==> src/design/nnis_pkg.sv <==
`timescale 1ns / 1ps
package nnis_pkg;

  // image limits
  localparam int MAX_SRC_WIDTH  = 128;
  localparam int MAX_SRC_HEIGHT = 128;
  localparam int MAX_DST_DIM    = 1024;

  // field and register widths
  localparam int COORD_W = 10;
  localparam int PIX_W   = 32;
  localparam int SRC_W   = 8;
  localparam int DST_W   = 11;
  localparam int DATA_W  = 32;
  localparam int PADDR_W = 4;

  // source store
  localparam int STORE_DEPTH = MAX_SRC_WIDTH * MAX_SRC_HEIGHT;
  localparam int ADDR_W      = $clog2(STORE_DEPTH);

  // scale unit: product of coordinate and source size, quotient below the source size
  localparam int PROD_W = COORD_W + SRC_W;
  localparam int Q_W    = $clog2((MAX_SRC_WIDTH > MAX_SRC_HEIGHT) ?
                                 MAX_SRC_WIDTH : MAX_SRC_HEIGHT);
  localparam int STEP_W = (Q_W > 1) ? $clog2(Q_W) : 1;

  // register map
  typedef enum logic [1:0] {
    REG_SRC_WIDTH  = 2'd0,
    REG_SRC_HEIGHT = 2'd1,
    REG_DST_WIDTH  = 2'd2,
    REG_DST_HEIGHT = 2'd3
  } reg_idx_t;

  // request kinds
  localparam logic REQ_WRITE = 1'b0;
  localparam logic REQ_READ  = 1'b1;

  // effective (clamped) image sizes
  typedef struct packed {
    logic [SRC_W-1:0] src_w;
    logic [SRC_W-1:0] src_h;
    logic [DST_W-1:0] dst_w;
    logic [DST_W-1:0] dst_h;
  } sizes_t;

  // request to the scale unit
  typedef struct packed {
    logic               start;
    logic [COORD_W-1:0] coord;
    logic [SRC_W-1:0]   size;
    logic [DST_W-1:0]   divisor;
  } scl_req_t;

  // result of the scale unit
  typedef struct packed {
    logic           done;
    logic [Q_W-1:0] quot;
  } scl_rsp_t;

  // sequencer states
  typedef enum logic [2:0] {
    ST_IDLE,
    ST_CHECK,
    ST_DIV_X,
    ST_DIV_Y,
    ST_READ,
    ST_DONE
  } state_t;

endpackage

==> src/design/nnis_scale.sv <==
`timescale 1ns / 1ps
module nnis_scale (
  input  logic               clk,
  input  logic               rst_n,
  input  nnis_pkg::scl_req_t req,
  output nnis_pkg::scl_rsp_t rsp
);
  import nnis_pkg::*;

  logic              busy_r, busy_nxt;
  logic              done_r, done_nxt;
  logic [PROD_W-1:0] rem_r, rem_nxt;
  logic [DST_W-1:0]  div_r, div_nxt;
  logic [Q_W-1:0]    q_r, q_nxt;
  logic [STEP_W-1:0] step_r, step_nxt;
  logic [PROD_W-1:0] trial;
  logic              ge;

  // shifted divisor for the current quotient bit
  assign trial = PROD_W'(div_r) << step_r;
  assign ge    = (rem_r >= trial);

  // load the product, then one restoring step per cycle, msb first
  always_comb begin
    busy_nxt = busy_r;
    done_nxt = 1'b0;
    rem_nxt  = rem_r;
    div_nxt  = div_r;
    q_nxt    = q_r;
    step_nxt = step_r;
    if (req.start) begin
      rem_nxt  = PROD_W'(req.coord) * PROD_W'(req.size);
      div_nxt  = req.divisor;
      q_nxt    = '0;
      step_nxt = STEP_W'(Q_W - 1);
      busy_nxt = 1'b1;
    end else if (busy_r) begin
      if (ge) begin
        rem_nxt = rem_r - trial;
      end
      q_nxt = {q_r[Q_W-2:0], ge};
      if (step_r == '0) begin
        busy_nxt = 1'b0;
        done_nxt = 1'b1;
      end else begin
        step_nxt = step_r - STEP_W'(1);
      end
    end
  end

  always_ff @(posedge clk) begin
    if (!rst_n) begin
      busy_r <= 1'b0;
      done_r <= 1'b0;
    end else begin
      busy_r <= busy_nxt;
      done_r <= done_nxt;
    end
  end

  always_ff @(posedge clk) begin
    rem_r  <= rem_nxt;
    div_r  <= div_nxt;
    q_r    <= q_nxt;
    step_r <= step_nxt;
  end

  assign rsp.done = done_r;
  assign rsp.quot = q_r;

endmodule

==> config.mk <==
export PLATFORM = sky130hd
export DESIGN_NAME = nnis_scale
export DESIGN_NICKNAME = d
export VERILOG_FILES = /design/src/design/nnis_pkg.sv /design/src/design/nnis_scale.sv
export SDC_FILE = /design/constraint.sdc
export NUM_CORES = 1
export LEC_CHECK = 0
export ABC_CLOCK_PERIOD_IN_PS = 10100
export BUFFER_PORTS_ARGS = -buffer_cell sky130_fd_sc_hd__buf_4
export CAP_MARGIN = 30
export CORE_MARGIN = 3
export CORE_UTILIZATION = 30
export CTS_BUF_LIST = sky130_fd_sc_hd__clkbuf_8 sky130_fd_sc_hd__clkbuf_16
export CTS_CLUSTER_DIAMETER = 40
export DETAILED_ROUTE_END_ITERATION = 12
export GPL_ROUTABILITY_DRIVEN = 1
export PLACE_DENSITY = 0.43
export SETUP_SLACK_MARGIN = 0.4
export SKIP_LAST_GASP = 1
export SLEW_MARGIN = 0
export SYNTH_ARGS = -nofsm -noshare
export SYNTH_HDL_FRONTEND = slang
export SYNTH_SLANG_ARGS = --single-unit
==> constraint.sdc <==
create_clock -name clk -period 10.1 [get_ports clk]
set_clock_uncertainty 0.1 [all_clocks]
set_input_delay 0 -clock clk [delete_from_list [all_inputs] [get_ports clk]]
set_output_delay 0 -clock clk [all_outputs]
set_load 0.01 [all_outputs]
==> results.json <==
{
  "post_cts_buffers": 0,
  "worstReg2RegEnd": "rem_r[11]",
  "port_buffers": 39,
  "crit_top_cell": "a221o_1",
  "synth.mux.area_fraction": 0.05596,
  "numCtsBuffers": 5,
  "min_to": "rem_r[0]",
  "clock.fmax_ghz": 0.2165,
  "cts.clk_slew.worst_paths_ps": 60,
  "clock-root-buffer": "clkbuf_16",
  "synth_edf_count": 29,
  "io_pins": 40,
  "grt_overflow": 0,
  "cts_buffer_depth": 2,
  "drt_wl_total_um": 12000,
  "drt-wirelength-per-cell_um": 14.19,
  "ir_drop_v": 0.00006440,
  "slew_headroom": 0.4649,
  "min_path_type": "in -> reg",
  "place_congestion": 0.8155,
  "first_iter_violations": 293,
  "hold_viol_final": 0,
  "path_delay_family": "compound AO/OA/AOI/OAI gates",
  "rows": 47,
  "fillers": 1788,
  "start_kind": "flip-flop",
  "setup-tns-final_ps": 0,
  "drive_above_1_share": 0.08307,
  "n_antenna_cell": 0,
  "ys_ff_latch": 41,
  "worstPathMaxFanout": 18,
  "period_share": 0.4573,
  "r2r_slack_ps": 5480,
  "synth_top_family_by_area": "adder cells",
  "synthAdderAreaFrac": 0.3221,
  "hold-worst-slack_ps": 19.35,
  "antenna_found_initial": 0,
  "ys_warn_count": 0,
  "synth_area_leader_cell": "fa_1",
  "path_class": "reg -> reg",
  "p_leak_uw": 0.002871,
  "run_status": "finished, final reports clean",
  "period_minus_slack_ps": 4618,
  "synthTopCellsByArea": "fa_1, edfxtp_1, ha_1, and2_1, inv_1",
  "grt_max_degree": 51,
  "grt_pass1_wl_um": 21330,
  "synth_nets": 720,
  "powerDensity_nw_per_um2": 212.6,
  "die_y_um": 138.9,
  "vias": 4181,
  "endpoint_kind": "flip-flop",
  "first_global_vias": 4366,
  "worstHoldPathCells": 3,
  "drv_slew": 0,
  "dp.final_hpwl_um": 9754,
  "syn2layout_area_growth_pct": 15.14,
  "core_area_um2": 16940,
  "rsz0062_at_grt": "no",
  "synth_compound_area_frac": 0.1301,
  "startpoint": "step_r[0]",
  "reg2reg_from": "step_r[0]",
  "cts_resized": 0,
  "route.detailed.drc": 0,
  "crit_slowest_cell": "dfxtp_1",
  "avgSynthCellArea_um2": 9.120,
  "ys.flop_type": "edfxtp_1",
  "postSynth.asyncResetShare": 0,
  "design.final.nets": 764,
  "setup_viol": 0,
  "yosysSeqAreaShare": 0.2097,
  "yosys.area_share.simple": 0.1856,
  "worstPathArrival_ps": 4440,
  "first_pass_iters": 4,
  "ant_nets": 0,
  "synth_common_cells": "and2_1, inv_1, ha_1",
  "cap_violations": 0,
  "clock-sinks": 41,
  "critPathRequiredTime_ps": 9920,
  "multiInputGateArea_um2": 3869,
  "final_util": 0.3602,
  "clk_latency_ps": 290,
  "via_per_inst": 4.942,
  "syn_area_um2": 5299,
  "die_area_um2": 19290,
  "worstRegToRegCells": 9,
  "synth_top_area_share": 0.1851,
  "worst-path-buf-inv": 1,
  "syn_inst": 581,
  "regArea_um2": 1111,
  "ys_types": 48,
  "yosysMostFrequentCell": "and2_1",
  "max_stage_delay_ps": 730,
  "htreeDepth": 2,
  "cp_cell_sequence": "clkinv_1 > o31a_1 > mux2i_1 > ha_1 > and3_1 > a311o_1 > a221o_1 > a221o_1 > a21o_1",
  "hold_start": "req[19]",
  "initial_utilization": 0.3129,
  "cts_tree": "yes",
  "synth_xor_xnor_area_share": 0.03636,
  "worst_pin_slew_ps": 802.6,
  "die_w_um": 138.9,
  "grtUsageTotal": 0.1313
}
[layout make-up]
class / count / share of cell area
clock buffers: 7 / 0.02687
clock inverters: 1 / 0.001025
inverters: 70 / 0.04307
multi-input cells: 456 / 0.6341
flip-flops and latches: 41 / 0.1821
well taps: 220 / 0.04512
repair buffers: 51 / 0.06768
[metrics by stage]
step / worst slack (ps) / power [uW] / cells / cell area (um2)
global route: 4994 / 1453 / 846 / 6101
finish: 5482 / 1297 / 846 / 6101
global placement: 5362 / 1123 / 826 / 5811
floorplan: 5836 / 935.4 / 581 / 5299
CTS: 5429 / 1320 / 846 / 6101
detailed placement: 5367 / 1126 / 826 / 5811
[placed cells by master, fill, tap and decap left out, drive strengths merged, types with 6 or more instances in the layout]
cell type	instances
and2	71
inv	70
ha	58
nand2	49
fa	49
buf	39
nor2	32
edfxtp	29
a21oi	28
o21ai	25
mux2i	24
xnor2	13
nand3	12
dfxtp	12
dlygate4sd3	12
a21o	10
a211oi	9
xor2	9
nor3	8
o21a	7
clkbuf	7
nor2b	6
nand2b	6
[cell families (layout without fill, tap and decap cells)]
family | count (synthesis) | in the layout
fa+ha+maj | 107 | 107
buf+inv | 84 | 129
flops | 41 | 41
mux | 28 | 28
compound gates | 106 | 106
simple gates | 193 | 193
xor+xnor | 22 | 22
[sequential cells by signal, summed over array words and instances, names as in the netlist]
name,flops
busy_r,1
div_r,11
done_r,1
q_r,7
rem_r,18
step_r,3
[worst min-delay path, cell delays in order]
cell	delay, ps
buf_4	130
nand3_1	90
o21ai_0	80
[how the worst max path moves through the flow]
stage,to,slack [ps],cells after the start
5_1_grt,rem_r[10],4990,12
2_1_floorplan,rem_r[16],5840,15
3_5_place_dp,rem_r[16],5370,16
6_report,rem_r[11],5480,9
4_1_cts,rem_r[17],5430,9
3_3_place_gp,rem_r[16],5360,16
[timing repair]
action                                  in CTS  in global routing
hold endpoints to repair                    13                  0
endpoints found under the setup margin       0                  0
hold buffers                                12                  0
[layer usage]
layer,share of wire,vias up,wire length (um),GRT usage
met2,0.48,48,5745,0.2140
met3,0.025,6,300,0.01828
met5,0,-,0,0
met4,0.0072,0,86,0.02523
li1,-,2062,-,-
met1,0.49,2065,5870,0.1877
[power breakdown]
group / switching (uW) / total (uW) / internal, uW
Combinational: 472 / 849 / 377
Clock: 65.6 / 179 / 113
Sequential: 25.1 / 269 / 244
Note: power is estimated with default switching activity, not from simulation.
