[src/design/nnis_pkg.sv]
`timescale 1ns / 1ps
package nnis_pkg;

  // image limits
  localparam int MAX_SRC_WIDTH  = 128;
  localparam int MAX_SRC_HEIGHT = 128;
  localparam int MAX_DST_DIM    = 1024;

  // field and register widths
  localparam int COORD_W = 10;
  localparam int PIX_W   = 32;
  localparam int SRC_W   = 8;
  localparam int DST_W   = 11;
  localparam int DATA_W  = 32;
  localparam int PADDR_W = 4;

  // source store
  localparam int STORE_DEPTH = MAX_SRC_WIDTH * MAX_SRC_HEIGHT;
  localparam int ADDR_W      = $clog2(STORE_DEPTH);

  // scale unit: product of coordinate and source size, quotient below the source size
  localparam int PROD_W = COORD_W + SRC_W;
  localparam int Q_W    = $clog2((MAX_SRC_WIDTH > MAX_SRC_HEIGHT) ?
                                 MAX_SRC_WIDTH : MAX_SRC_HEIGHT);
  localparam int STEP_W = (Q_W > 1) ? $clog2(Q_W) : 1;

  // register map
  typedef enum logic [1:0] {
    REG_SRC_WIDTH  = 2'd0,
    REG_SRC_HEIGHT = 2'd1,
    REG_DST_WIDTH  = 2'd2,
    REG_DST_HEIGHT = 2'd3
  } reg_idx_t;

  // request kinds
  localparam logic REQ_WRITE = 1'b0;
  localparam logic REQ_READ  = 1'b1;

  // effective (clamped) image sizes
  typedef struct packed {
    logic [SRC_W-1:0] src_w;
    logic [SRC_W-1:0] src_h;
    logic [DST_W-1:0] dst_w;
    logic [DST_W-1:0] dst_h;
  } sizes_t;

  // request to the scale unit
  typedef struct packed {
    logic               start;
    logic [COORD_W-1:0] coord;
    logic [SRC_W-1:0]   size;
    logic [DST_W-1:0]   divisor;
  } scl_req_t;

  // result of the scale unit
  typedef struct packed {
    logic           done;
    logic [Q_W-1:0] quot;
  } scl_rsp_t;

  // sequencer states
  typedef enum logic [2:0] {
    ST_IDLE,
    ST_CHECK,
    ST_DIV_X,
    ST_DIV_Y,
    ST_READ,
    ST_DONE
  } state_t;

endpackage

[src/design/nnis_regs.sv]
`timescale 1ns / 1ps
module nnis_regs (
  input  logic                         clk,
  input  logic                         rst_n,
  input  logic                         psel,
  input  logic                         penable,
  input  logic                         pwrite,
  input  logic [nnis_pkg::PADDR_W-1:0] paddr,
  input  logic [nnis_pkg::DATA_W-1:0]  pwdata,
  output logic [nnis_pkg::DATA_W-1:0]  prdata,
  output logic                         pready,
  output nnis_pkg::sizes_t             sizes
);
  import nnis_pkg::*;

  logic [SRC_W-1:0] src_w_r, src_w_nxt;
  logic [SRC_W-1:0] src_h_r, src_h_nxt;
  logic [DST_W-1:0] dst_w_r, dst_w_nxt;
  logic [DST_W-1:0] dst_h_r, dst_h_nxt;
  reg_idx_t         idx;
  logic             wr_en;

  // zero counts as one, oversize counts as the limit
  function automatic logic [SRC_W-1:0] clamp_src(input logic [SRC_W-1:0] v,
                                                 input logic [SRC_W-1:0] lim);
    logic [SRC_W-1:0] r;
    if (v == '0) begin
      r = SRC_W'(1);
    end else if (v > lim) begin
      r = lim;
    end else begin
      r = v;
    end
    return r;
  endfunction

  function automatic logic [DST_W-1:0] clamp_dst(input logic [DST_W-1:0] v,
                                                 input logic [DST_W-1:0] lim);
    logic [DST_W-1:0] r;
    if (v == '0) begin
      r = DST_W'(1);
    end else if (v > lim) begin
      r = lim;
    end else begin
      r = v;
    end
    return r;
  endfunction

  assign idx    = reg_idx_t'(paddr[PADDR_W-1:2]);
  assign wr_en  = psel && penable && pwrite;
  assign pready = 1'b1;

  // register writes
  always_comb begin
    src_w_nxt = src_w_r;
    src_h_nxt = src_h_r;
    dst_w_nxt = dst_w_r;
    dst_h_nxt = dst_h_r;
    if (wr_en) begin
      unique case (idx)
        REG_SRC_WIDTH:  src_w_nxt = pwdata[SRC_W-1:0];
        REG_SRC_HEIGHT: src_h_nxt = pwdata[SRC_W-1:0];
        REG_DST_WIDTH:  dst_w_nxt = pwdata[DST_W-1:0];
        REG_DST_HEIGHT: dst_h_nxt = pwdata[DST_W-1:0];
        default: ;
      endcase
    end
  end

  always_ff @(posedge clk) begin
    if (!rst_n) begin
      src_w_r <= SRC_W'(64);
      src_h_r <= SRC_W'(64);
      dst_w_r <= DST_W'(64);
      dst_h_r <= DST_W'(64);
    end else begin
      src_w_r <= src_w_nxt;
      src_h_r <= src_h_nxt;
      dst_w_r <= dst_w_nxt;
      dst_h_r <= dst_h_nxt;
    end
  end

  // readback of the bits written
  always_comb begin
    unique case (idx)
      REG_SRC_WIDTH:  prdata = DATA_W'(src_w_r);
      REG_SRC_HEIGHT: prdata = DATA_W'(src_h_r);
      REG_DST_WIDTH:  prdata = DATA_W'(dst_w_r);
      REG_DST_HEIGHT: prdata = DATA_W'(dst_h_r);
      default:        prdata = '0;
    endcase
  end

  // sizes seen by the datapath
  assign sizes.src_w = clamp_src(src_w_r, SRC_W'(MAX_SRC_WIDTH));
  assign sizes.src_h = clamp_src(src_h_r, SRC_W'(MAX_SRC_HEIGHT));
  assign sizes.dst_w = clamp_dst(dst_w_r, DST_W'(MAX_DST_DIM));
  assign sizes.dst_h = clamp_dst(dst_h_r, DST_W'(MAX_DST_DIM));

endmodule

[config.mk]
export PLATFORM = sky130hd
export DESIGN_NAME = nnis_regs
export DESIGN_NICKNAME = d
export VERILOG_FILES = /design/src/design/nnis_pkg.sv /design/src/design/nnis_regs.sv
export SDC_FILE = /design/constraint.sdc
export NUM_CORES = 1
export LEC_CHECK = 0
export BUFFER_PORTS_ARGS = -buffer_cell sky130_fd_sc_hd__buf_2
export CORE_MARGIN = 5
export CORE_UTILIZATION = 40
export DETAILED_ROUTE_END_ITERATION = 8
export PLACE_DENSITY = 0.72
export SLEW_MARGIN = 20
export SYNTH_ARGS = -nofsm -noshare
export SYNTH_HDL_FRONTEND = slang
export SYNTH_SLANG_ARGS = --single-unit
[constraint.sdc]
create_clock -name clk -period 1.6 [get_ports clk]
set_input_delay 0.4 -clock clk [delete_from_list [all_inputs] [get_ports clk]]
set_output_delay 0.4 -clock clk [all_outputs]
set_load 0.05 [all_outputs]
==> impl.org, run 1 <==
** GRT
- Vias in the first global route :: 1980
- Entering global routing, the biggest net connects 21 pins.
- For this run, the total global-route usage over all layers was measured as 17.3%.
- The first global-routing pass estimated 10000 um of wire.
- Overflow left after global routing :: 0
- Initial antenna violation count :: 0

** Yosys
- In this run the cell area of the synthesized design comes to 0.00221 mm^2.
- The Yosys step of the flow raised 0 warnings.
- A synthesized cell averages 9.27 um^2.
- Number of unique standard cell types used by synthesis :: 26
- Summing the sequential cell areas from Yosys gives 34.5% of the chip area.
- Counting flops and latches in the post-synthesis netlist gives 38.
- Gate count of the mapped netlist :: 238

** Status
- Status :: finished with violations
- Failing checks :: negative setup slack

** CTS
- Clock input transition at the sequential cells of the worst setup and hold paths :: 80 ps
- CTS Root Buffer Type :: sky130_fd_sc_hd__clkbuf_8
- TritonCTS clock tree :: built
- CTS saw 38 sinks.
- H-tree lvl count :: 2
- The number of hold buffers added after CTS was 0.
- The number of clock buffers added by TritonCTS is 5.
- Counting along the longest clock path gives a buffer depth of 2.
- The clock reaches the later pin of the worst-skew pair after 290 ps.

** STA
- Setup-violating endpoint count in the final report :: 12
- The clock arrives with 0 ps of skew.
- Min Tclk post-route :: 1790 ps
- Total Negative Setup Slacks :: -1500 ps
- Once routing completed, OpenROAD measured the worst setup slack at -193 ps.
- RSZ-0062 raised after global routing :: true
- Timing would allow up to 0.558 GHz.
- Share of the clock period used by the worst path :: 112%
- Number of pins exceeding their max-slew limit in the final report :: 0
- Final hold vios :: 0

** Worst setup path
- CP arrival :: 1390 ps
- CP max FO :: 2
- In this run the critical register-to-register path is launched from dst_h_r[6].
- Crit end category :: output pin
- STA puts the critical path data required time at 1200 ps.
- The worst setup path is of the register to output pin kind.
- Setup crit start kind :: register
- Setup slack, reg-to-reg :: 730 ps
- The worst register-to-register path ends at dst_h_r[6].
- Measured in cells, the most critical reg-to-reg path has a length of 4.

** Place
- Instance area at placement :: 0.00267 mm^2
- Weighted congestion at the end of routability-driven global placement :: 0.811
- The count of buffers added on input and output ports is 66.
- After legalization and detailed placement, the total HPWL measured 4410 um.

** Drt
- The count of nets left with antenna violations once routing finished came out at 0.
- The routed design has 6320 um of wire.
- Detail-routed via count per cell :: 4.86
- Number of remaining DRC errors :: 0
- Summing over every cut layer, the via total after detailed routing is 1952.
- Number of search-and-repair iterations in the first detailed-routing pass :: 4
- Starting DRC count in detailed routing :: 96
- Mean routed wirelength per cell :: 15.7 um

** Hold path
- The worst hold path was traced through 3 stages.
- Hold path start :: pwdata[8]
- The worst hold path belongs to the class input port to register.
- Destination of the worst hold path :: dst_w_r[8]

** Final layout
- Share of post-route cells with drive strength above 1 :: 53.9%
- The filler cells instantiated in the layout total 470.
- After the last flow step, the layout net total stands at 370.
- From synthesis to final layout, the design area changed by 46.1%.
- Summing all non-filler instances in the final layout gives an area of 0.00322 mm^2.
- Core occupancy in the finished layout :: 59.3%
- The number of antenna diodes in the final layout is 0.

** Floorplan
- The die covers 0.00710 mm^2.
- The floorplan step defined a core boundary enclosing 0.00544 mm^2.
- Starting Density :: 40.6%
- Top Ports :: 112
- The die is 84.3 um wide.
- The floorplan has 27 rows.
- In this run the vertical extent of the chip is 84.3 um.

** Power and ir drop
- Total power density per cell area :: 683 mW/mm^2
- Worst-case vdd ir drop :: 0.404 mV
- Leak Pwr :: 1.56 nW

** Job
- Maximum capacitance violations :: 0
==> repair_timing <==
action,CTS,global route
gates cloned,0,2
setup endpoints to repair,18,23
pin swaps,7,5
gates resized for setup,82,30
buffers inserted,12,2
==> placed cells by master, fill, tap and decap left out, types with 2 or more instances in the layout <==
cell and count:
sky130_fd_sc_hd__nor2_2 4, sky130_fd_sc_hd__conb_1 22, sky130_fd_sc_hd__mux4_2 8, sky130_fd_sc_hd__mux2i_4 3
sky130_fd_sc_hd__a31oi_1 2, sky130_fd_sc_hd__nor2b_4 3, sky130_fd_sc_hd__dfxtp_4 3, sky130_fd_sc_hd__nor3_1 2
sky130_fd_sc_hd__mux2i_1 36, sky130_fd_sc_hd__buf_6 14, sky130_fd_sc_hd__buf_2 38, sky130_fd_sc_hd__clkinv_2 2
sky130_fd_sc_hd__nand3_1 2, sky130_fd_sc_hd__buf_4 33, sky130_fd_sc_hd__buf_12 2, sky130_fd_sc_hd__nor2b_1 23
sky130_fd_sc_hd__dfxtp_1 10, sky130_fd_sc_hd__clkbuf_8 5, sky130_fd_sc_hd__buf_8 10, sky130_fd_sc_hd__nand2_1 44
sky130_fd_sc_hd__nor4_4 2, sky130_fd_sc_hd__nor4_2 2, sky130_fd_sc_hd__o211ai_1 2, sky130_fd_sc_hd__dfxtp_2 25
sky130_fd_sc_hd__o21ai_0 2, sky130_fd_sc_hd__nor2_1 5, sky130_fd_sc_hd__clkbuf_4 6, sky130_fd_sc_hd__nor2b_2 10
sky130_fd_sc_hd__a21oi_2 2
==> state kept, by name, indices dropped and copies added (netlist names) <==
name / flops
src_w_r: 8
src_h_r: 8
dst_w_r: 11
dst_h_r: 11
==> where the power goes <==
part,leakage [nW],switching [mW],internal [mW]
sequential,0.321,0.0143,0.955
clock,0.0579,0.346,0.459
combinational,1.18,0.298,0.130
==> logic make-up (layout without fill, tap and decap cells) <==
family                 Yosys count  count (layout)  synth area share [%]
muxes                           47              47                  25.9
other                            2              22                 0.340
AOI/OAI and AO/OA                8               8                  2.15
and+or+nand+nor                102             102                  24.4
buffers and inverters           41             113                  12.8
DFF                             38              38                  34.5
==> layout make-up <==
type,instances,area (um^2),area share (%)
Tap cell,72,90.1,2.79
Clock inverter,3,40.0,1.24
Multi-Input combinational cell,179,1380,42.9
Clock buffer,5,68.8,2.13
Inverter,2,7.51,0.233
Timing Repair Buffer,103,831,25.8
Sequential cell,38,803,24.9
==> worst max-delay path, cell delays in order (launching register included) <==
cell                      delay, ps
sky130_fd_sc_hd__dfxtp_2        340
sky130_fd_sc_hd__buf_6          110
sky130_fd_sc_hd__mux4_2         480
sky130_fd_sc_hd__buf_8          170
==> routing by layer <==
metal	global-route usage (%)	share of wire, %	up-vias
met1	22.1	43	931
met2	29.0	49	76
li1	-	-	938
met4	4.97	0.89	0
met3	4.22	7.5	7
met5	0	0	-
==> worst max path at each step <==
| stage | start | end | slack, ps | cells past startpoint |
|---|---|---|---|---|
| finish | dst_h_r[5] | prdata[5] | -190 | 3 |
| global route | dst_w_r[9] | sizes[11] | -240 | 4 |
| floorplan | paddr[2] | prdata[2] | -90 | 3 |
| CTS | dst_h_r[5] | prdata[5] | -210 | 3 |
| global placement | paddr[2] | prdata[8] | -290 | 5 |
| detailed placement | paddr[2] | prdata[8] | -300 | 5 |
==> through the flow <==
stage	hold WS, ps	power (mW)	setup WS [ps]	instances
6_report	372	2.20	-193	402
3_5_place_dp	478	1.37	-298	379
3_3_place_gp	460	1.37	-290	379
5_1_grt	390	2.27	-245	402
4_1_cts	364	2.20	-206	399
2_1_floorplan	444	1.33	-86.2	258
==> synth_stat cells <==
library cell               instances  area share, %
sky130_fd_sc_hd__mux4_2            8            8.2
sky130_fd_sc_hd__nor2_1            9            1.5
sky130_fd_sc_hd__nand3_1           2           0.45
sky130_fd_sc_hd__buf_2             3           0.68
sky130_fd_sc_hd__nor2b_1          36             10
sky130_fd_sc_hd__inv_1             1           0.17
sky130_fd_sc_hd__nor4_1            4            1.1
sky130_fd_sc_hd__dfxtp_1          38             34
sky130_fd_sc_hd__o21ai_0           2           0.45
sky130_fd_sc_hd__buf_6             3            1.5
sky130_fd_sc_hd__nor2_8            1           0.91
sky130_fd_sc_hd__o211ai_1          2           0.68
sky130_fd_sc_hd__nand3b_1          1           0.34
sky130_fd_sc_hd__mux2i_1          39             18
sky130_fd_sc_hd__a31oi_1           2           0.57
sky130_fd_sc_hd__inv_2             1           0.17
sky130_fd_sc_hd__nand2_1          44            7.5
sky130_fd_sc_hd__a21oi_1           2           0.45
sky130_fd_sc_hd__conb_1            2           0.34
sky130_fd_sc_hd__buf_4            23            7.8
sky130_fd_sc_hd__and3_2            1           0.34
sky130_fd_sc_hd__nand4_4           1           0.96
sky130_fd_sc_hd__clkbuf_1          9            1.5
sky130_fd_sc_hd__nor3b_2           1           0.57
sky130_fd_sc_hd__nor3_1            2           0.45
sky130_fd_sc_hd__buf_12            1           0.91
No activity file was read; power rests on OpenSTA's default activity.
==> inputs of run 2 (changes only) <==
--- a/config.mk
+++ b/config.mk
@@ -6,10 +6,12 @@
 export NUM_CORES = 1
 export LEC_CHECK = 0
 export BUFFER_PORTS_ARGS = -buffer_cell sky130_fd_sc_hd__buf_2
+export CELL_PAD_IN_SITES_DETAIL_PLACEMENT = 1
+export CELL_PAD_IN_SITES_GLOBAL_PLACEMENT = 2
 export CORE_MARGIN = 5
-export CORE_UTILIZATION = 40
+export CORE_UTILIZATION = 25
 export DETAILED_ROUTE_END_ITERATION = 8
-export PLACE_DENSITY = 0.72
+export PLACE_DENSITY_LB_ADDON = 0.1
 export SLEW_MARGIN = 20
 export SYNTH_ARGS = -nofsm -noshare
 export SYNTH_HDL_FRONTEND = slang
==> impl.org, run 2 (same netlist as run 1, synthesis figures left out) <==
** Status
- Status :: finished with violations (unchanged)
- Failing checks :: negative setup slack (unchanged)

** Final layout
- Most frequent cells in the layout :: sky130_fd_sc_hd__nand2_1, sky130_fd_sc_hd__mux2i_1, sky130_fd_sc_hd__buf_4 (was sky130_fd_sc_hd__nand2_1, sky130_fd_sc_hd__buf_2, sky130_fd_sc_hd__mux2i_1)
- The total non-filler cell area in the finished layout came to 0.00333 mm^2 (was 0.00322 mm^2).
- The number of inserted filler cells in the final layout was 1008 (was 470).
- The number of nets at the end of the flow is 367 (was 370).
- Sequential cell area :: 805 um^2 (was 803 um^2)
- Synth-to-Final Area Change :: 50.9% (was 46.1%)
- Biggest registers after layout: dst_h_r: 11 flops, dst_w_r: 11 flops (unchanged).
- The multi-input logic area came to 0.00139 mm^2 (was 0.00138 mm^2).
- The fraction of final layout cells sized beyond drive strength 1 is 53.8% (was 53.9%).
- The commonest non-fill, non-tap cell in the layout is sky130_fd_sc_hd__nand2_1 (unchanged).
- Core occupancy in the finished layout :: 38.4% (was 59.3%)
- Diode insertion count for antenna repair :: 0 (unchanged)

** Worst setup path
- Setup crit start kind :: register (unchanged)
- The critical path endpoint category was an output pin (unchanged).
- Chain of cells forming the critical path: buf_6, mux4_2, buf_8 (unchanged).
- CP bufs+invs :: 2 (unchanged)
- CP max FO :: 3 (was 2)
- Slowest cell on the critical path :: sky130_fd_sc_hd__mux4_2 (unchanged)
- The critical path data arrival time was 1440 ps (was 1390 ps).
- Crit-path leading delay family :: multiplexers (unchanged)
- Maximum cell stage delay along the critical path :: 500 ps (was 480 ps)
- The critical path data required time came to 1200 ps (about the same).
- The worst setup path category is register to output pin (unchanged).

** Drt
- Final routed wirelength across all metal layers :: 6940 um (was 6320 um)
- Starting DRC count in detailed routing :: 39 (was 96)
- The via density per instance came to 4.34 (was 4.86).
- Number of vias in the routed layout :: 1886 (was 1952)
- The number of remaining DRC errors was 0 (unchanged).
- The wire length on met2 is 3300 um (was 3090 um).
- Number of search-and-repair iterations in the first detailed-routing pass :: 4 (unchanged)
- Wire length on met1 :: 3210 um (was 2700 um)
- The total met3 wirelength after detailed routing came to 372 um (was 475 um).
- Uppermost layer routed :: met4 (unchanged)
- Remaining antenna violation count :: 0 (unchanged)
- Mean routed wirelength per cell :: 16.0 um (was 15.7 um)

** Floorplan
- The width of the die came to 104 um (was 84.3 um).
- Area of the die :: 0.0108 mm^2 (was 0.00710 mm^2)
- The placeable core region came to 0.00868 mm^2 (was 0.00544 mm^2).
- The number of placement rows is 34 (was 27).
- The total I/O pin count is 112 (unchanged).
- Starting Density :: 25.4% (was 40.6%)
- The height of the chip was 104 um (was 84.3 um).

** GRT
- The wire length of the first global-routing pass is 11100 um (was 10000 um).
- The pin count of the biggest net entering global routing was 50 (was 21).
- The initial antenna violation count was 0 (unchanged).
- The number of global-route vias before repair came to 2020 (was 1980).
- Aggregate global-route resource usage :: 12.7% (was 17.3%)
- Overflow left after global routing :: 0 (unchanged)

** STA
- The post-route fraction of the period consumed by the critical path was 115% (was 112%).
- Min Tclk post-route :: 1840 ps (was 1790 ps)
- The smallest setup slack after layout is -240 ps (was -193 ps).
- The peak clock frequency supported by timing is 0.543 GHz (was 0.558 GHz).
- Number of pins exceeding their max-slew limit in the final report :: 0 (unchanged)
- Hold slack :: 375 ps (was 372 ps)
- Setup skew after layout :: 0 ps (unchanged)
- The number of endpoints failing setup at the final stage was 12 (unchanged).
- RSZ-0062 raised after global routing :: true (unchanged)
- Final hold vios :: 0 (unchanged)

** Place
- Number of port buffers :: 66 (unchanged)
- The area of placed instances came to 0.00274 mm^2 (was 0.00267 mm^2).
- Worst setup timing slack at the placement stage :: -319 ps (was -298 ps)
- Total half-perimeter wirelength after legalization and detailed placement :: 5410 um (was 4410 um)
- Weighted congestion at the end of routability-driven global placement :: 0.713 (was 0.811)

** CTS
- The clock tree buffer depth was 2 (unchanged).
- CTS Root Buffer Type :: sky130_fd_sc_hd__clkbuf_8 (unchanged)
- TritonCTS buffer count :: 5 (unchanged)
- TritonCTS clock tree :: built (unchanged)
- Clock input transition at the sequential cells of the worst setup and hold paths :: 80 ps (about the same)
- CTS sink count :: 38 (unchanged)
- The post-cts hold buffer count was 0 (unchanged).
- H-tree lvl count :: 2 (unchanged)
- Clock latency on the worst-skew pair :: 290 ps (about the same)

** Power and ir drop
- The net switching power of the design is 0.655 mW (was 0.658 mW).
- The sequential share of power came to 44.5% (was 44.0%).
- Worst-case vdd ir drop :: 0.296 mV (was 0.404 mV)
- Total power density per cell area :: 654 mW/mm^2 (was 683 mW/mm^2)
- Clock network power share :: 35.7% (was 36.6%)
- The leakage power figure came to 1.57 nW (was 1.56 nW).
- Tot Pwr :: 2.18 mW (was 2.20 mW)
- P_int :: 1.52 mW (was 1.54 mW)
- The switching share of total power is 30.1% (was 29.9%).
- The combinational group share of total power is 19.8% (was 19.4%).

** Hold path
- The class of the most critical hold timing path is input port to register (unchanged).

** Job
- The total of max-cap violations came to 0 (unchanged).
-- run 2: cell count changes in the layout (fill, tap and decap cells not counted), sizes merged --
cell    previous run  this run
clkinv             2         0
clkbuf            11        15
bufinv             1         0
buf               97        93
-- run 2: power groups by stage --
stage / logic [mW] / clock network (mW) / registers [mW]
finish: 0.432 / 0.777 / 0.968
global placement: 0.390 / 0 / 0.993
CTS: 0.425 / 0.810 / 0.971
global route: 0.456 / 0.841 / 0.971
detailed placement: 0.391 / 0 / 0.993
floorplan: 0.344 / 0 / 0.989
-- run 2: area by class of cell --
class,instances,share of cell area (%)
clock buffer,8,3.31
tap,108,4.06
multi-input combinational,179,41.8
sequential,38,24.2
inverter,2,0.225
timing repair buffer,100,26.5
-- run 2: worst reg2reg max path, cell delays in order, from the launching register on --
cell                       delay [ps]
sky130_fd_sc_hd__dfxtp_2          340
sky130_fd_sc_hd__buf_6            120
sky130_fd_sc_hd__buf_4            120
sky130_fd_sc_hd__o21ai_0           60
sky130_fd_sc_hd__o211ai_1         110
-- run 2: timing repair --
item,CTS,global route
buffers inserted,8,3
hold endpoints to repair,0,0
pin swaps,5,1
setup endpoints to repair,30,36
resized for setup,97,40
-- run 2: metal layers --
layer,vias up,GRT usage (%)
li1,926,-
met1,895,17.0
met2,58,20.9
met3,7,3.10
met4,0,2.50
met5,-,0
-- run 2: path summary, 6_finish.rpt --
check / start / end / slack, ps / cells past startpoint
min reg2reg: dst_h_r[3] / dst_h_r[3] / 480 / 2
min: pwdata[8] / dst_h_r[8] / 380 / 3
max reg2reg: dst_h_r[6] / dst_h_r[6] / 730 / 4
max: dst_h_r[7] / prdata[7] / -240 / 3
-- run 2: stage by stage --
stage          instances  setup TNS, ps
6_report             435          -1550
5_1_grt              435          -2220
4_1_cts              433          -1840
3_5_place_dp         417          -3200
3_3_place_gp         417          -3190
2_1_floorplan        258           -710
==> inputs of run 3 (changes only) <==
==> constraint.sdc (replaced) <==
create_clock -name clk -period 1.7 [get_ports clk]
set_input_delay 0.425 -clock clk [delete_from_list [all_inputs] [get_ports clk]]
set_output_delay 0.425 -clock clk [all_outputs]
set_load 0.05 [all_outputs]
==> impl.org, run 3 (same netlist as run 1, synthesis figures left out) <==
** GRT
- Aggregate global-route resource usage :: 13.0% (was 12.7%)
- Global-route wire length before repair :: 11200 um (was 11100 um)
- The number of global-route vias before repair is 1995 (was 2020).
- The initial antenna violation count is 0 (unchanged).
- The total grt overflow came to 0 (unchanged).
- Largest net degree at the start of global routing :: 21 (was 50)

** Final layout
- The number of nets at the end of the flow is 370 (was 367).
- The commonest non-fill, non-tap cell in the layout was sky130_fd_sc_hd__nand2_1 (unchanged).
- The fraction of the core area covered by cells at the end of the flow is 36.2% (was 38.4%).
- Most frequent cells in the layout: sky130_fd_sc_hd__nand2_1, sky130_fd_sc_hd__buf_2, sky130_fd_sc_hd__mux2i_1 (was sky130_fd_sc_hd__nand2_1, sky130_fd_sc_hd__mux2i_1, sky130_fd_sc_hd__buf_4).
- Share of post-route cells with drive strength above 1 :: 47.3% (was 53.8%)
- Biggest registers after layout :: dst_h_r: 11 flops, dst_w_r: 11 flops (unchanged)
- The number of inserted filler cells in the final layout was 1033 (was 1008).
- The antenna diode count is 0 (unchanged).
- Synth-to-Final Area Change :: 42.3% (was 50.9%)

** Drt
- Remaining antenna violation count :: 0 (unchanged)
- The final wirelength was 7200 um (was 6940 um).
- Number of vias in the routed layout :: 1919 (was 1886)
- Mean routed wirelength per cell :: 16.4 um (was 16.0 um)
- Number of remaining DRC errors :: 0 (unchanged)
- The detailed router's first-iteration violation count was 23 (was 39).
- The number of iterations in the first detailed-routing pass was 4 (unchanged).
- Detail-routed via count per cell :: 4.38 (was 4.34)

** Power and ir drop
- The leakage power figure came to 1.52 nW (was 1.57 nW).
- The worst-case vdd ir drop came to 0.311 mV (was 0.296 mV).
- Tot Pwr :: 1.96 mW (was 2.18 mW)
- The power per unit of standard cell area came to 626 mW/mm^2 (was 654 mW/mm^2).

** STA
- Setup-violating endpoint count in the final report :: 13 (was 12)
- The smallest setup slack after layout is -127 ps (was -240 ps).
- The final max-slew violation count came to 0 (unchanged).
- Achievable Freq :: 0.547 GHz
- The worst path in the final design needs a cycle of 1830 ps, including I/O delays and setup.
- Setup skew after layout :: 0 ps (unchanged)
- RSZ-0062 raised after global routing: true (unchanged).
- Final hold vios :: 0 (unchanged)
- Total Negative Setup Slacks :: -954 ps (was -1550 ps)
- In the finished design, the share of the clock period the worst path needs comes to 107%.

** Worst setup path
- CP max FO :: 2 (was 3)
- Worst reg2reg path depth :: 5 (was 4)
- CP arrival :: 1400 ps (was 1440 ps)
- Chain of cells forming the critical path :: buf_6, mux4_2, buf_8 (unchanged)
- Setup crit start kind :: register (unchanged)
- Required time of the critical path :: 1270 ps (was 1200 ps)
- The worst setup path category is register to output pin (unchanged).
- The slowest cell on the critical path was sky130_fd_sc_hd__mux4_2 (unchanged).
- The maximum cell stage delay along the critical path came to 490 ps (was 500 ps).
- Crit end category :: output pin (unchanged)

** Floorplan
- The height of the chip was 104 um (unchanged).
- The floorplan die area is 0.0108 mm^2 (unchanged).
- Width of the chip :: 104 um (unchanged)
- Number of rows in the core area :: 34 (unchanged)
- The starting density of the core came to 25.4% (unchanged).
- Core area :: 0.00868 mm^2 (unchanged)
- The total I/O pin count came to 112 (unchanged).

** CTS
- CTS sink count :: 38 (unchanged)
- H-tree lvl count :: 2 (unchanged)
- Maximum number of buffers from clock root to sink :: 2 (unchanged)
- CTS Root Buffer Type :: sky130_fd_sc_hd__clkbuf_8 (unchanged)
- The worst-skew pair later-pin latency is 280 ps (was 290 ps).
- The post-cts hold buffer count was 0 (unchanged).
- The clock-pin slew of the registers on the worst-case setup and hold paths is 80 ps (about the same).
- The TritonCTS buffer count came to 5 (unchanged).
- TritonCTS clock tree :: built (unchanged)

** Hold path
- The class of the most critical hold timing path is input port to register (unchanged).
- The worst hold path depth was 3 (unchanged).

** Place
- The placed wire-length estimate was 5510 um (was 5410 um).
- The number of buffers added on ports came to 66 (unchanged).
- The global placer's final weighted congestion is 0.703 (was 0.713).
- The worst-case setup slack after placement was -232 ps (was -319 ps).

** Status
- Status: finished with violations (unchanged).
- Failing checks :: negative setup slack (unchanged)

** Job
- Maximum capacitance violations :: 0 (unchanged)
-- run 3: changes by cell type in the layout (fill, tap and decap cells not counted), moves of 3 or more --
cell                      before  now
sky130_fd_sc_hd__buf_6        24   15
sky130_fd_sc_hd__dfxtp_4       4    1
sky130_fd_sc_hd__buf_2        23   41
sky130_fd_sc_hd__dfxtp_1      11   19
sky130_fd_sc_hd__dfxtp_2      23   18
sky130_fd_sc_hd__buf_4        35   30
sky130_fd_sc_hd__nor2b_4       4    0
sky130_fd_sc_hd__nor2b_2      13    3
sky130_fd_sc_hd__nor2b_1      19   33
-- run 3: repair_timing --
action | 4_1_cts | 5_1_grt
setup endpoints to repair | 15 | 25
buffers inserted | 11 | 2
resized for setup | 71 | 18
pin swaps | 3 | 1
-- run 3: area by class of cell --
class	instances	area [um^2]	area share, %
multi-input combinational	179	1310	41.8
timing repair buffer	103	807	25.7
sequential	38	787	25.1
tap	108	135	4.30
clock buffer	7	86.3	2.75
inverter	2	7.51	0.239
clock inverter	1	5.00	0.159
-- run 3: path summary, 6_finish.rpt --
| path | slack, ps | to | startpoint |
|---|---|---|---|
| max | -130 | prdata[7] | dst_h_r[7] |
| min | 400 | dst_h_r[10] | pwdata[10] |
| max reg2reg | 780 | src_h_r[3] | src_h_r[3] |
| min reg2reg | 470 | src_h_r[0] | src_h_r[0] |
-- run 3: power by group --
part / total (mW) / switching, mW / internal [mW]
Clock: 0.660 / 0.332 / 0.328
Combinational: 0.390 / 0.276 / 0.114
Sequential: 0.915 / 0.0141 / 0.901
-- run 3: worst max-delay path: cells and delay by family, from the launching register on --
| kind | cells | cell delay [ps] |
|---|---|---|
| multiplexers | 1 | 490 |
| flip-flops | 1 | 340 |
| buffers and inverters | 2 | 280 |
-- run 3: metrics by stage --
step | hold WS, ps | cells | cell area [um^2]
2_1_floorplan | 444 | 258 | 2310
3_3_place_gp | 465 | 417 | 2680
3_5_place_dp | 481 | 417 | 2680
4_1_cts | 400 | 436 | 3080
5_1_grt | 401 | 438 | 3140
6_report | 398 | 438 | 3140
-- run 3: metal layers --
| metal | GRT usage, % | part of all wire, % | vias up |
|---|---|---|---|
| met1 | 17.8 | 48 | 918 |
| met5 | 0 | 0 | - |
| li1 | - | - | 935 |
| met2 | 20.7 | 46 | 64 |
| met3 | 3.41 | 5.7 | 2 |
| met4 | 2.78 | 0.54 | 0 |
